[config.mk]
export PLATFORM = sky130hd
export DESIGN_NAME = dotted_quad_address_parser_core
export DESIGN_NICKNAME = d
export VERILOG_FILES = /design/src/rtl/core/dqap_pkg.sv /design/src/rtl/core/dotted_quad_address_parser_core.sv /design/src/rtl/core/dqap_step.sv
export SDC_FILE = /design/constraint.sdc
export NUM_CORES = 1
export LEC_CHECK = 0
export ABC_CLOCK_PERIOD_IN_PS = 3200
export BUFFER_PORTS_ARGS = -buffer_cell sky130_fd_sc_hd__buf_4
export CELL_PAD_IN_SITES_DETAIL_PLACEMENT = 1
export CELL_PAD_IN_SITES_GLOBAL_PLACEMENT = 1
export CORE_AREA = 4 4 154 119
export CTS_CLUSTER_DIAMETER = 80
export DETAILED_ROUTE_END_ITERATION = 7
export DIE_AREA = 0 0 158 123
export HOLD_SLACK_MARGIN = 0.12
export PLACE_DENSITY = 0.79
export SLEW_MARGIN = 20
export SYNTH_ARGS = -nofsm -noshare
export SYNTH_HDL_FRONTEND = slang
export SYNTH_SLANG_ARGS = --single-unit
[constraint.sdc]
create_clock -name clk -period 3.2 [get_ports clk]
set_input_delay 0.32 -clock clk [delete_from_list [all_inputs] [get_ports clk]]
set_output_delay 0.32 -clock clk [all_outputs]
set_load 0.1 [all_outputs]
[src/rtl/core/dqap_pkg.sv]
package dqap_pkg;

  // Character codes
  localparam logic [7:0] CH_NUL   = 8'd0;
  localparam logic [7:0] CH_TAB   = 8'd9;
  localparam logic [7:0] CH_CR    = 8'd13;
  localparam logic [7:0] CH_SPACE = 8'd32;
  localparam logic [7:0] CH_DOT   = 8'd46;
  localparam logic [7:0] CH_ZERO  = 8'd48;
  localparam logic [7:0] CH_NINE  = 8'd57;

  localparam logic [31:0] OCTET_MAX = 32'h0000_00FF;

  // Parse phase, one-hot
  typedef enum logic [3:0] {
    PH_EXPECT = 4'b0001,
    PH_DIGITS = 4'b0010,
    PH_REJECT = 4'b0100,
    PH_ACCEPT = 4'b1000
  } phase_t;

  typedef struct packed {
    logic [31:0]     part_value;
    logic            overflow;
    logic [1:0]      parts_done;
    logic [2:0][7:0] octets;
    phase_t          phase;
  } parse_state_t;

  typedef struct packed {
    logic        ok;
    logic [31:0] addr;
  } result_t;

  localparam parse_state_t ST_IDLE = '{
    part_value: 32'd0,
    overflow:   1'b0,
    parts_done: 2'd0,
    octets:     24'd0,
    phase:      PH_EXPECT
  };

  // Largest last part for the number of parts already closed
  function automatic logic [31:0] last_limit(input logic [1:0] parts_done);
    logic [31:0] lim;
    case (parts_done)
      2'd0:    lim = 32'hFFFF_FFFF;
      2'd1:    lim = 32'h00FF_FFFF;
      2'd2:    lim = 32'h0000_FFFF;
      default: lim = 32'h0000_00FF;
    endcase
    return lim;
  endfunction

endpackage

[src/rtl/core/dotted_quad_address_parser_core.sv]
// Channel  Handshake              Payload            Moves
// input    in_valid / in_ready    ch                 one character per item
// output   out_valid / out_ready  valid_res, address one result per NUL
//
// One character per cycle sustained while no NUL waits on the output register.
// The parse step is a single multiply-by-ten add and compare between the input
// register and the parse state / result registers.
// Only a NUL waits while an untaken result sits in the output register; other
// characters keep flowing. Synchronous reset clears the parse state to idle.
module dotted_quad_address_parser_core (
  input  logic        clk,
  input  logic        rst,
  input  logic        in_valid,
  output logic        in_ready,
  input  logic [7:0]  ch,
  output logic        out_valid,
  input  logic        out_ready,
  output logic        valid_res,
  output logic [31:0] address
);
  import dqap_pkg::*;

  logic         s1_valid;
  logic [7:0]   s1_ch;
  logic         s1_go;
  parse_state_t st;
  parse_state_t st_next;
  result_t      res;

  dqap_step u_step (
    .ch      (s1_ch),
    .st      (st),
    .st_next (st_next),
    .res     (res)
  );

  // A NUL needs a free output register; any other character always advances
  assign s1_go    = s1_valid && ((s1_ch != CH_NUL) || !out_valid || out_ready);
  assign in_ready = !s1_valid || s1_go;

  // Input register
  always_ff @(posedge clk) begin
    if (rst) begin
      s1_valid <= 1'b0;
    end else if (in_ready) begin
      s1_valid <= in_valid;
    end
    if (in_ready && in_valid) begin
      s1_ch <= ch;
    end
  end

  // Parse state
  always_ff @(posedge clk) begin
    if (rst) begin
      st <= ST_IDLE;
    end else if (s1_go) begin
      st <= st_next;
    end
  end

  // Result register
  always_ff @(posedge clk) begin
    if (rst) begin
      out_valid <= 1'b0;
    end else if (s1_go && (s1_ch == CH_NUL)) begin
      out_valid <= 1'b1;
    end else if (out_ready) begin
      out_valid <= 1'b0;
    end
    if (s1_go && (s1_ch == CH_NUL)) begin
      valid_res <= res.ok;
      address   <= res.addr;
    end
  end

`ifndef SYNTHESIS
  a_invalid_zero: assert property (@(posedge clk) disable iff (rst)
    out_valid && !valid_res |-> address == 32'd0)
    else $error("rejected result carries a nonzero address");

  a_expect_clear: assert property (@(posedge clk) disable iff (rst)
    st.phase == PH_EXPECT |-> (st.part_value == 32'd0) && !st.overflow)
    else $error("part value not cleared while expecting a digit");

  a_overflow_sat: assert property (@(posedge clk) disable iff (rst)
    st.overflow |-> (st.part_value == 32'hFFFF_FFFF))
    else $error("overflowed part not saturated");

  a_nul_hold: assert property (@(posedge clk) disable iff (rst)
    s1_valid && (s1_ch == CH_NUL) && out_valid && !out_ready
    |=> s1_valid && (s1_ch == CH_NUL))
    else $error("blocked NUL lost from input register");

  a_nul_restart: assert property (@(posedge clk) disable iff (rst)
    s1_go && (s1_ch == CH_NUL)
    |=> out_valid && (st.phase == PH_EXPECT) && (st.parts_done == 2'd0))
    else $error("parse state not returned to idle after NUL");
`endif

endmodule

[src/rtl/core/dqap_step.sv]
module dqap_step (
  input  logic [7:0]            ch,
  input  dqap_pkg::parse_state_t st,
  output dqap_pkg::parse_state_t st_next,
  output dqap_pkg::result_t     res
);
  import dqap_pkg::*;

  logic        is_digit;
  logic        is_space;
  logic [3:0]  digit;
  logic [7:0]  ch_off;
  logic [35:0] prod;
  logic        fits;
  logic        ok;
  logic [31:0] assembled;

  // Classify the character
  assign is_digit = (ch >= CH_ZERO) && (ch <= CH_NINE);
  assign is_space = (ch == CH_SPACE) || ((ch >= CH_TAB) && (ch <= CH_CR));
  assign ch_off   = ch - CH_ZERO;
  assign digit    = ch_off[3:0];

  // Multiply by ten and add the digit, with carry bits kept for overflow
  assign prod = {1'b0, st.part_value, 3'b000} + {3'b000, st.part_value, 1'b0}
              + {32'd0, digit};

  assign fits = !st.overflow && (st.part_value <= last_limit(st.parts_done));
  assign ok   = (st.phase == PH_ACCEPT) || ((st.phase == PH_DIGITS) && fits);

  // Merge the closed parts above the last part
  always_comb begin
    assembled = st.part_value;
    if (st.parts_done >= 2'd1) assembled = assembled | {st.octets[0], 24'd0};
    if (st.parts_done >= 2'd2) assembled = assembled | {8'd0, st.octets[1], 16'd0};
    if (st.parts_done == 2'd3) assembled = assembled | {16'd0, st.octets[2], 8'd0};
  end

  // Advance the parse state by one character
  always_comb begin
    st_next  = st;
    res.ok   = 1'b0;
    res.addr = 32'd0;
    if (ch == CH_NUL) begin
      res.ok   = ok;
      res.addr = ok ? assembled : 32'd0;
      st_next  = ST_IDLE;
    end else begin
      case (st.phase)
        PH_EXPECT: begin
          if (is_digit) begin
            st_next.part_value = {28'd0, digit};
            st_next.overflow   = 1'b0;
            st_next.phase      = PH_DIGITS;
          end else begin
            st_next.phase = PH_REJECT;
          end
        end
        PH_DIGITS: begin
          if (is_digit) begin
            if (prod[35:32] != 4'd0) begin
              st_next.overflow   = 1'b1;
              st_next.part_value = 32'hFFFF_FFFF;
            end else begin
              st_next.part_value = prod[31:0];
            end
          end else if (ch == CH_DOT) begin
            if ((st.parts_done == 2'd3) || st.overflow || (st.part_value > OCTET_MAX)) begin
              st_next.phase = PH_REJECT;
            end else begin
              st_next.octets[st.parts_done] = st.part_value[7:0];
              st_next.parts_done            = st.parts_done + 2'd1;
              st_next.part_value            = 32'd0;
              st_next.overflow              = 1'b0;
              st_next.phase                 = PH_EXPECT;
            end
          end else if (is_space) begin
            st_next.phase = fits ? PH_ACCEPT : PH_REJECT;
          end else begin
            st_next.phase = PH_REJECT;
          end
        end
        default: begin
          // Decision made: drop characters until NUL
        end
      endcase
    end
  end

endmodule

### Yosys cells after proc, flatten, opt, wreduce, memory -nomap -nowiden

Index checks and enable logic that the tools add are counted.
Widths: inputs -> output; s select.

* add/sub/neg operators: 4
* magnitude comparators: 10
* eq/ne operators: 15
* mux-type cells: 25
* bitwise logic cells: 3
* reduce and logical (&&, ||, !) cells: 31

Operators with widths (count)
* $mux 32: 4
* $mux 59: 2
* $pmux 32 s3: 1
* $mux 33: 2
* $pmux 33 s2: 1
* $mux 63: 1
* $add 35x33->36: 1
* $add 36x4->36: 1
* $gt 32x8->1 const B: 1
* $le 32x32->1: 1
* $or 32x16->32: 1
* $or 32x24->32: 1
* $or 32x32->32: 1
* $mux 30: 1
* $mux 26: 1
* $bwmux 24: 1
* $demux 8 s2: 1
* $eq 8x6->1 const B: 2
* $mux 4: 3
* $reduce_and 5->1: 2
* $ge 8x4->1 const B: 1
* $ge 8x6->1 const B: 1
* $le 8x4->1 const B: 1
* $le 8x6->1 const B: 1
* other kinds (31): 55

* bits in registers: 106
* input bits: 12
* output and inout bits: 35
* logic and storage cells: 100

### Logic depth before layout (Yosys ltp)

* depth after elaboration: 10
* gate-level depth with buffers: 15
* depth with buffers taken out: 13

### Cells and area by module

A second synthesis with hierarchy kept.

* cells, all modules: 1155
* area, all modules: 9698.1 µm²

Modules (own cells, without submodules)
* dotted_quad_address_parser_core: instances 1, cells an instance 499, area an instance 5247.5 µm², sequential area each 2532.4 µm²
* dqap_step: instances 1, cells an instance 656, area an instance 4450.5 µm², sequential area each 0.0 µm²

### Worst setup path before layout

No wires, ideal clock.

* path kind: flip-flop to flip-flop
* from: register s1_ch[3]
* to: register st[53] (netlist name)
* library setup time: 122 ps
* arrival: 3258 ps
* data required time: 3078 ps
* setup slack: -180 ps
* stages on the path, launching flop included: 15
* path buffers: 2
* period minus slack after synthesis: 3380 ps
* path through: edfxtp_1 fa_1 inv_1 fa_1 nand2b_1 a21oi_1 o21ai_1 o21ai_0 a31oi_1 o22ai_1 o2111a_1 buf_6 nor3_4 buf_6 a221o_1

* longest elaborated chain between the ends: 7
* elaborated cells between the ends (all ways): 21
* those cells by class: add/sub: 2; order compare: 2; eq/ne: 4; mux: 4; reduce/logical: 9

RTL lines
* start: declaration: RTL line dotted_quad_address_parser_core.sv:24 `logic [7:0] s1_ch;`
* start signal: assignment: RTL line dotted_quad_address_parser_core.sv:49 `s1_ch <= ch;`
* $sub 4x1->4: RTL line dqap_step.sv:21 `assign ch_off = ch - CH_ZERO;`
* $add 36x4->36: RTL line dqap_step.sv:26 `+ {32'd0, digit};`
* $reduce_bool 4->1: RTL line dqap_step.sv:61 `if (prod[35:32] != 4'd0) begin`
* $mux 32: RTL line dqap_step.sv:61
* $mux 33: RTL line dqap_step.sv:60 `if (is_digit) begin`
* $pmux 33 s2: RTL line dqap_step.sv:49 `case (st.phase)`
* $mux 63: RTL line dqap_step.sv:44 `if (ch == CH_NUL) begin`

Parallel ways exist; a longest one is shown, timed or not.
A chain may end at the register's enable or synchronous reset.

### Worst setup path after layout

* from: register st[45] (netlist name)
* to: register st[35] (netlist name)

* longest elaborated chain between the ends: 7
* elaborated cells between the ends (all ways): 11
* those cells by class: add/sub: 2; order compare: 1; eq/ne: 1; mux: 4; reduce/logical: 3

RTL lines
* $add 35x33->36: RTL line dqap_step.sv:25 `assign prod = {1'b0, st.part_value, 3'b000} + {3'b000, st.part_value, 1'b0}`
* $add 36x4->36: RTL line dqap_step.sv:26
* $reduce_bool 4->1: RTL line dqap_step.sv:61
* $mux 32: RTL line dqap_step.sv:61
* $mux 33: RTL line dqap_step.sv:60
* $pmux 33 s2: RTL line dqap_step.sv:49
* $mux 63: RTL line dqap_step.sv:44

Parallel ways exist; a longest one is shown, timed or not.

==> out/results.tsv <==
stage	metric	value	unit
final_layout	utilization	0.564	
clocking	root_buffer	clkbuf_16	
timing	fin_skew	0.0163	ns
hold_path	min_to	s1_ch[3]	
synth	synth_top_cell_area_share	0.184	
clocking	clkTransAtPathRegs	0.09	ns
outcome	outcome	finished, violations left	
synth	netlist.top_cell.by_area	dfxtp_1	
timing	fin_crit_sh	1.08	
critical_path	critPathMaxFanout	4	
floorplan	fp-row-count	41	
clocking	cts_num_sinks	106	
place	gp_congestion	0.891	
synth	syn_inst	796	
grt	grt_max_degree	48	
timing	hold_violations	0	
final_layout	fill_cells	1908	
grt	use_met1	0.367	
clocking	h-tree-depth	3	
clocking	cts_hold_buf	0	
critical_path	cp-start-kind	flip-flop	
timing	fin_ws	-0.251	ns
grt	grt_util_met3	0.0553	
floorplan	initial_core_util	0.424	
pwr	power.leakage	4.26	nW
pwr	powerDensity	288	nW/um2
floorplan	die_h	123	um
floorplan	die-area	19400	um2
floorplan	core_area	16700	um2
final_layout	syn2layout_area_growth	33.0	%
critical_path	r2r-end	st[35]	
timing	report.final.slew_viol_count	0	
synth	ys_warn_count	0	
hold_path	hold_class	in2reg	
clocking	cts_buffers	9	
timing	worstMarginPinSlew	0.694	ns
final_layout	mostFrequentLayoutCell	buf_4	
final_layout	stdcell_count	1213	
floorplan	fp.dieW	158	um
synth	async_flop_share	0	
critical_path	cp-end-kind	flip-flop	
grt	grt_pass1_wl	43700	um
synth	yosys_most_used_dff	dfxtp_1	
routing	final_antenna_net_count	0	
critical_path	path_cells	ha_1 > ha_1 > nand4_1 > a2111oi_2 > o21ai_2 > a31oi_2 > nor3_2 > xor2_1 > o2111a_2 > nor3_4 > buf_6 > a221o_2	
outcome	violations	negative setup slack	
final_layout	antenna_cells	0	
timing	maxSlewHeadroom	0.537	
clocking	cts_tree	yes	
hold_path	hp-start	ch[3]	
final_layout	final_nets	1098	
critical_path	reg2reg_slack	-0.25	ns
clocking	clkLatencyLatePin	0.36	ns
grt	grt_pass1_vias	8017	
routing	num_vias	7408	
routing	drt_iter0_markers	666	
timing	fmax	0.290	GHz
synth	synth-edff-count	41	
grt	grt_overflow_total	0	
place	dpl.hpwl	20700	um
clocking	clockBufferDepth	2	
pwr	ir_drop	0.224	mV
hold_path	hold_depth	1	
synth	synthesis.area	7060	um2
flow_run	cap_violations	0	
critical_path	worstSetupPathType	reg2reg	
timing	period_minus_slack	3.45	ns
final_layout	layout-drive-gt1-share	0.285	
final_layout	layout_common_cells	buf_4, a21oi_1, ha_1	
critical_path	cp.arrival	3.71	ns
critical_path	crit_required	3.45	ns
critical_path	cpMostUsedCell	ha_1	
floorplan	pin_count	47	
critical_path	critPathSlowestCell	dfxtp_1	
routing	drt_wl_total	28000	um
critical_path	reg2reg_from	st[45]	
critical_path	critical_path.max_stage_delay	0.46	ns
synth	syn_area_per_cell	8.87	um2
routing	drc	0	
place	dp.cells	1184	
synth	synth_cell_types	68	
routing	dr.pass1.iters	5	
pwr	power.total	0.00271	W
grt	grt_antenna_before_repair	0	
synth	ys_ff_latch	106	
synth	ys_seq_area_frac	0.358	
routing	routed_via_density	6.11	
timing	rsz0062_at_grt	yes	
grt	grt_use_met2	0.497	
grt	grt-busiest-layer	met2	
synth	netlist_top_cells_area	dfxtp_1, edfxtp_1, ha_1	
routing	wl_per_cell	23.0	um
critical_path	reg2reg_depth	12	
place	portBuffers	46	
synth	synth_fp_nets	901	
grt	grt_usage	0.288	
timing	setup_violations	33	
## worst max path at each step
stage / start / endpoint / slack, ns / cells after the start
2_1_floorplan: s1_ch[3] / st[53] / 0.05 / 13
3_3_place_gp: s1_ch[3] / st[30] / -0.38 / 12
3_5_place_dp: st[45] / st[30] / -0.56 / 12
4_1_cts: s1_ch[3] / st[35] / -0.15 / 12
5_1_grt: s1_ch[3] / st[62] / -0.37 / 13
6_report: st[45] / st[35] / -0.25 / 12
## metal layers
layer / vias up / wire (um)
met5: - / 0
li1: 3383 / -
met1: 3692 / 12000
met2: 267 / 13400
met4: 0 / 737
met3: 66 / 1810
## cells by family (layout without fill, tap and decap cells)
logic type | after synthesis | count (layout) | share of synthesized area
flops | 106 | 106 | 0.358
simple gates | 261 | 262 | 0.180
mux | 1 | 1 | 0.00142
fa+ha+maj | 93 | 93 | 0.167
buf+inv | 66 | 267 | 0.0390
compound gates | 244 | 244 | 0.223
xor+xnor | 25 | 25 | 0.0310
## worst max-delay path, delay by kind of cell, from the launching register on
family	cells	cell delay, ns
AOI/OAI and AO/OA	5	1.41
xor gates and xnor gates	1	0.19
adders and majority gates	2	0.70
buffers and inverters	1	0.16
DFF	1	0.46
and+or+nand+nor	3	0.43
## cell usage after synthesis (11+ instances only)
cell type / instances
a21oi_1: 112
ha_1: 91
nor2_1: 73
dfxtp_1: 65
nand2_1: 65
edfxtp_1: 41
nand3_1: 38
inv_1: 29
o21ai_0: 29
clkbuf_1: 24
a221o_1: 20
a21o_1: 17
nor3_1: 15
nand4_1: 14
xnor2_1: 14
a211oi_1: 12
xor2_1: 11
## stage by stage
stage	setup slack, ns	setup TNS (ns)	instance area, um2	hold slack [ns]
CTS	-0.154	-3.03	9330	0.132
detailed placement	-0.560	-11.79	8770	0.449
finish	-0.251	-6.70	9400	0.136
global route	-0.366	-10.26	9400	0.129
floorplan	0.0475	0	7080	0.419
global placement	-0.379	-7.06	8770	0.440
## power by group
part | switching [W] | internal [W]
registers | 0.00000940 | 0.00140
logic | 0.0000584 | 0.0000353
clock network | 0.000571 | 0.000630
## cell type report
class / instances / area [um2] / area share
Timing Repair Buffer: 219 / 1710 / 0.182
Multi-Input combinational cell: 625 / 4450 / 0.474
Inverter: 32 / 120 / 0.0128
Clock buffer: 9 / 225 / 0.0240
Clock inverter: 7 / 93.8 / 0.00999
Sequential cell: 106 / 2530 / 0.270
Tap cell: 215 / 269 / 0.0286
## sequential cells by signal, summed over array words and instances (netlist names)
name       cells
s1_valid       1
st            63
s1_ch          8
valid_res      1
address       32
out_valid      1
## repair_timing
| item | in CTS | in global routing |
|---|---|---|
| gates cloned | 1 | 0 |
| pin swaps | 23 | 8 |
| hold endpoints to repair | 0 | 0 |
| setup buffers | 10 | 2 |
| endpoints found under the setup margin | 33 | 82 |
| resized for setup | 33 | 13 |
No activity file was read; power rests on OpenSTA's default activity.
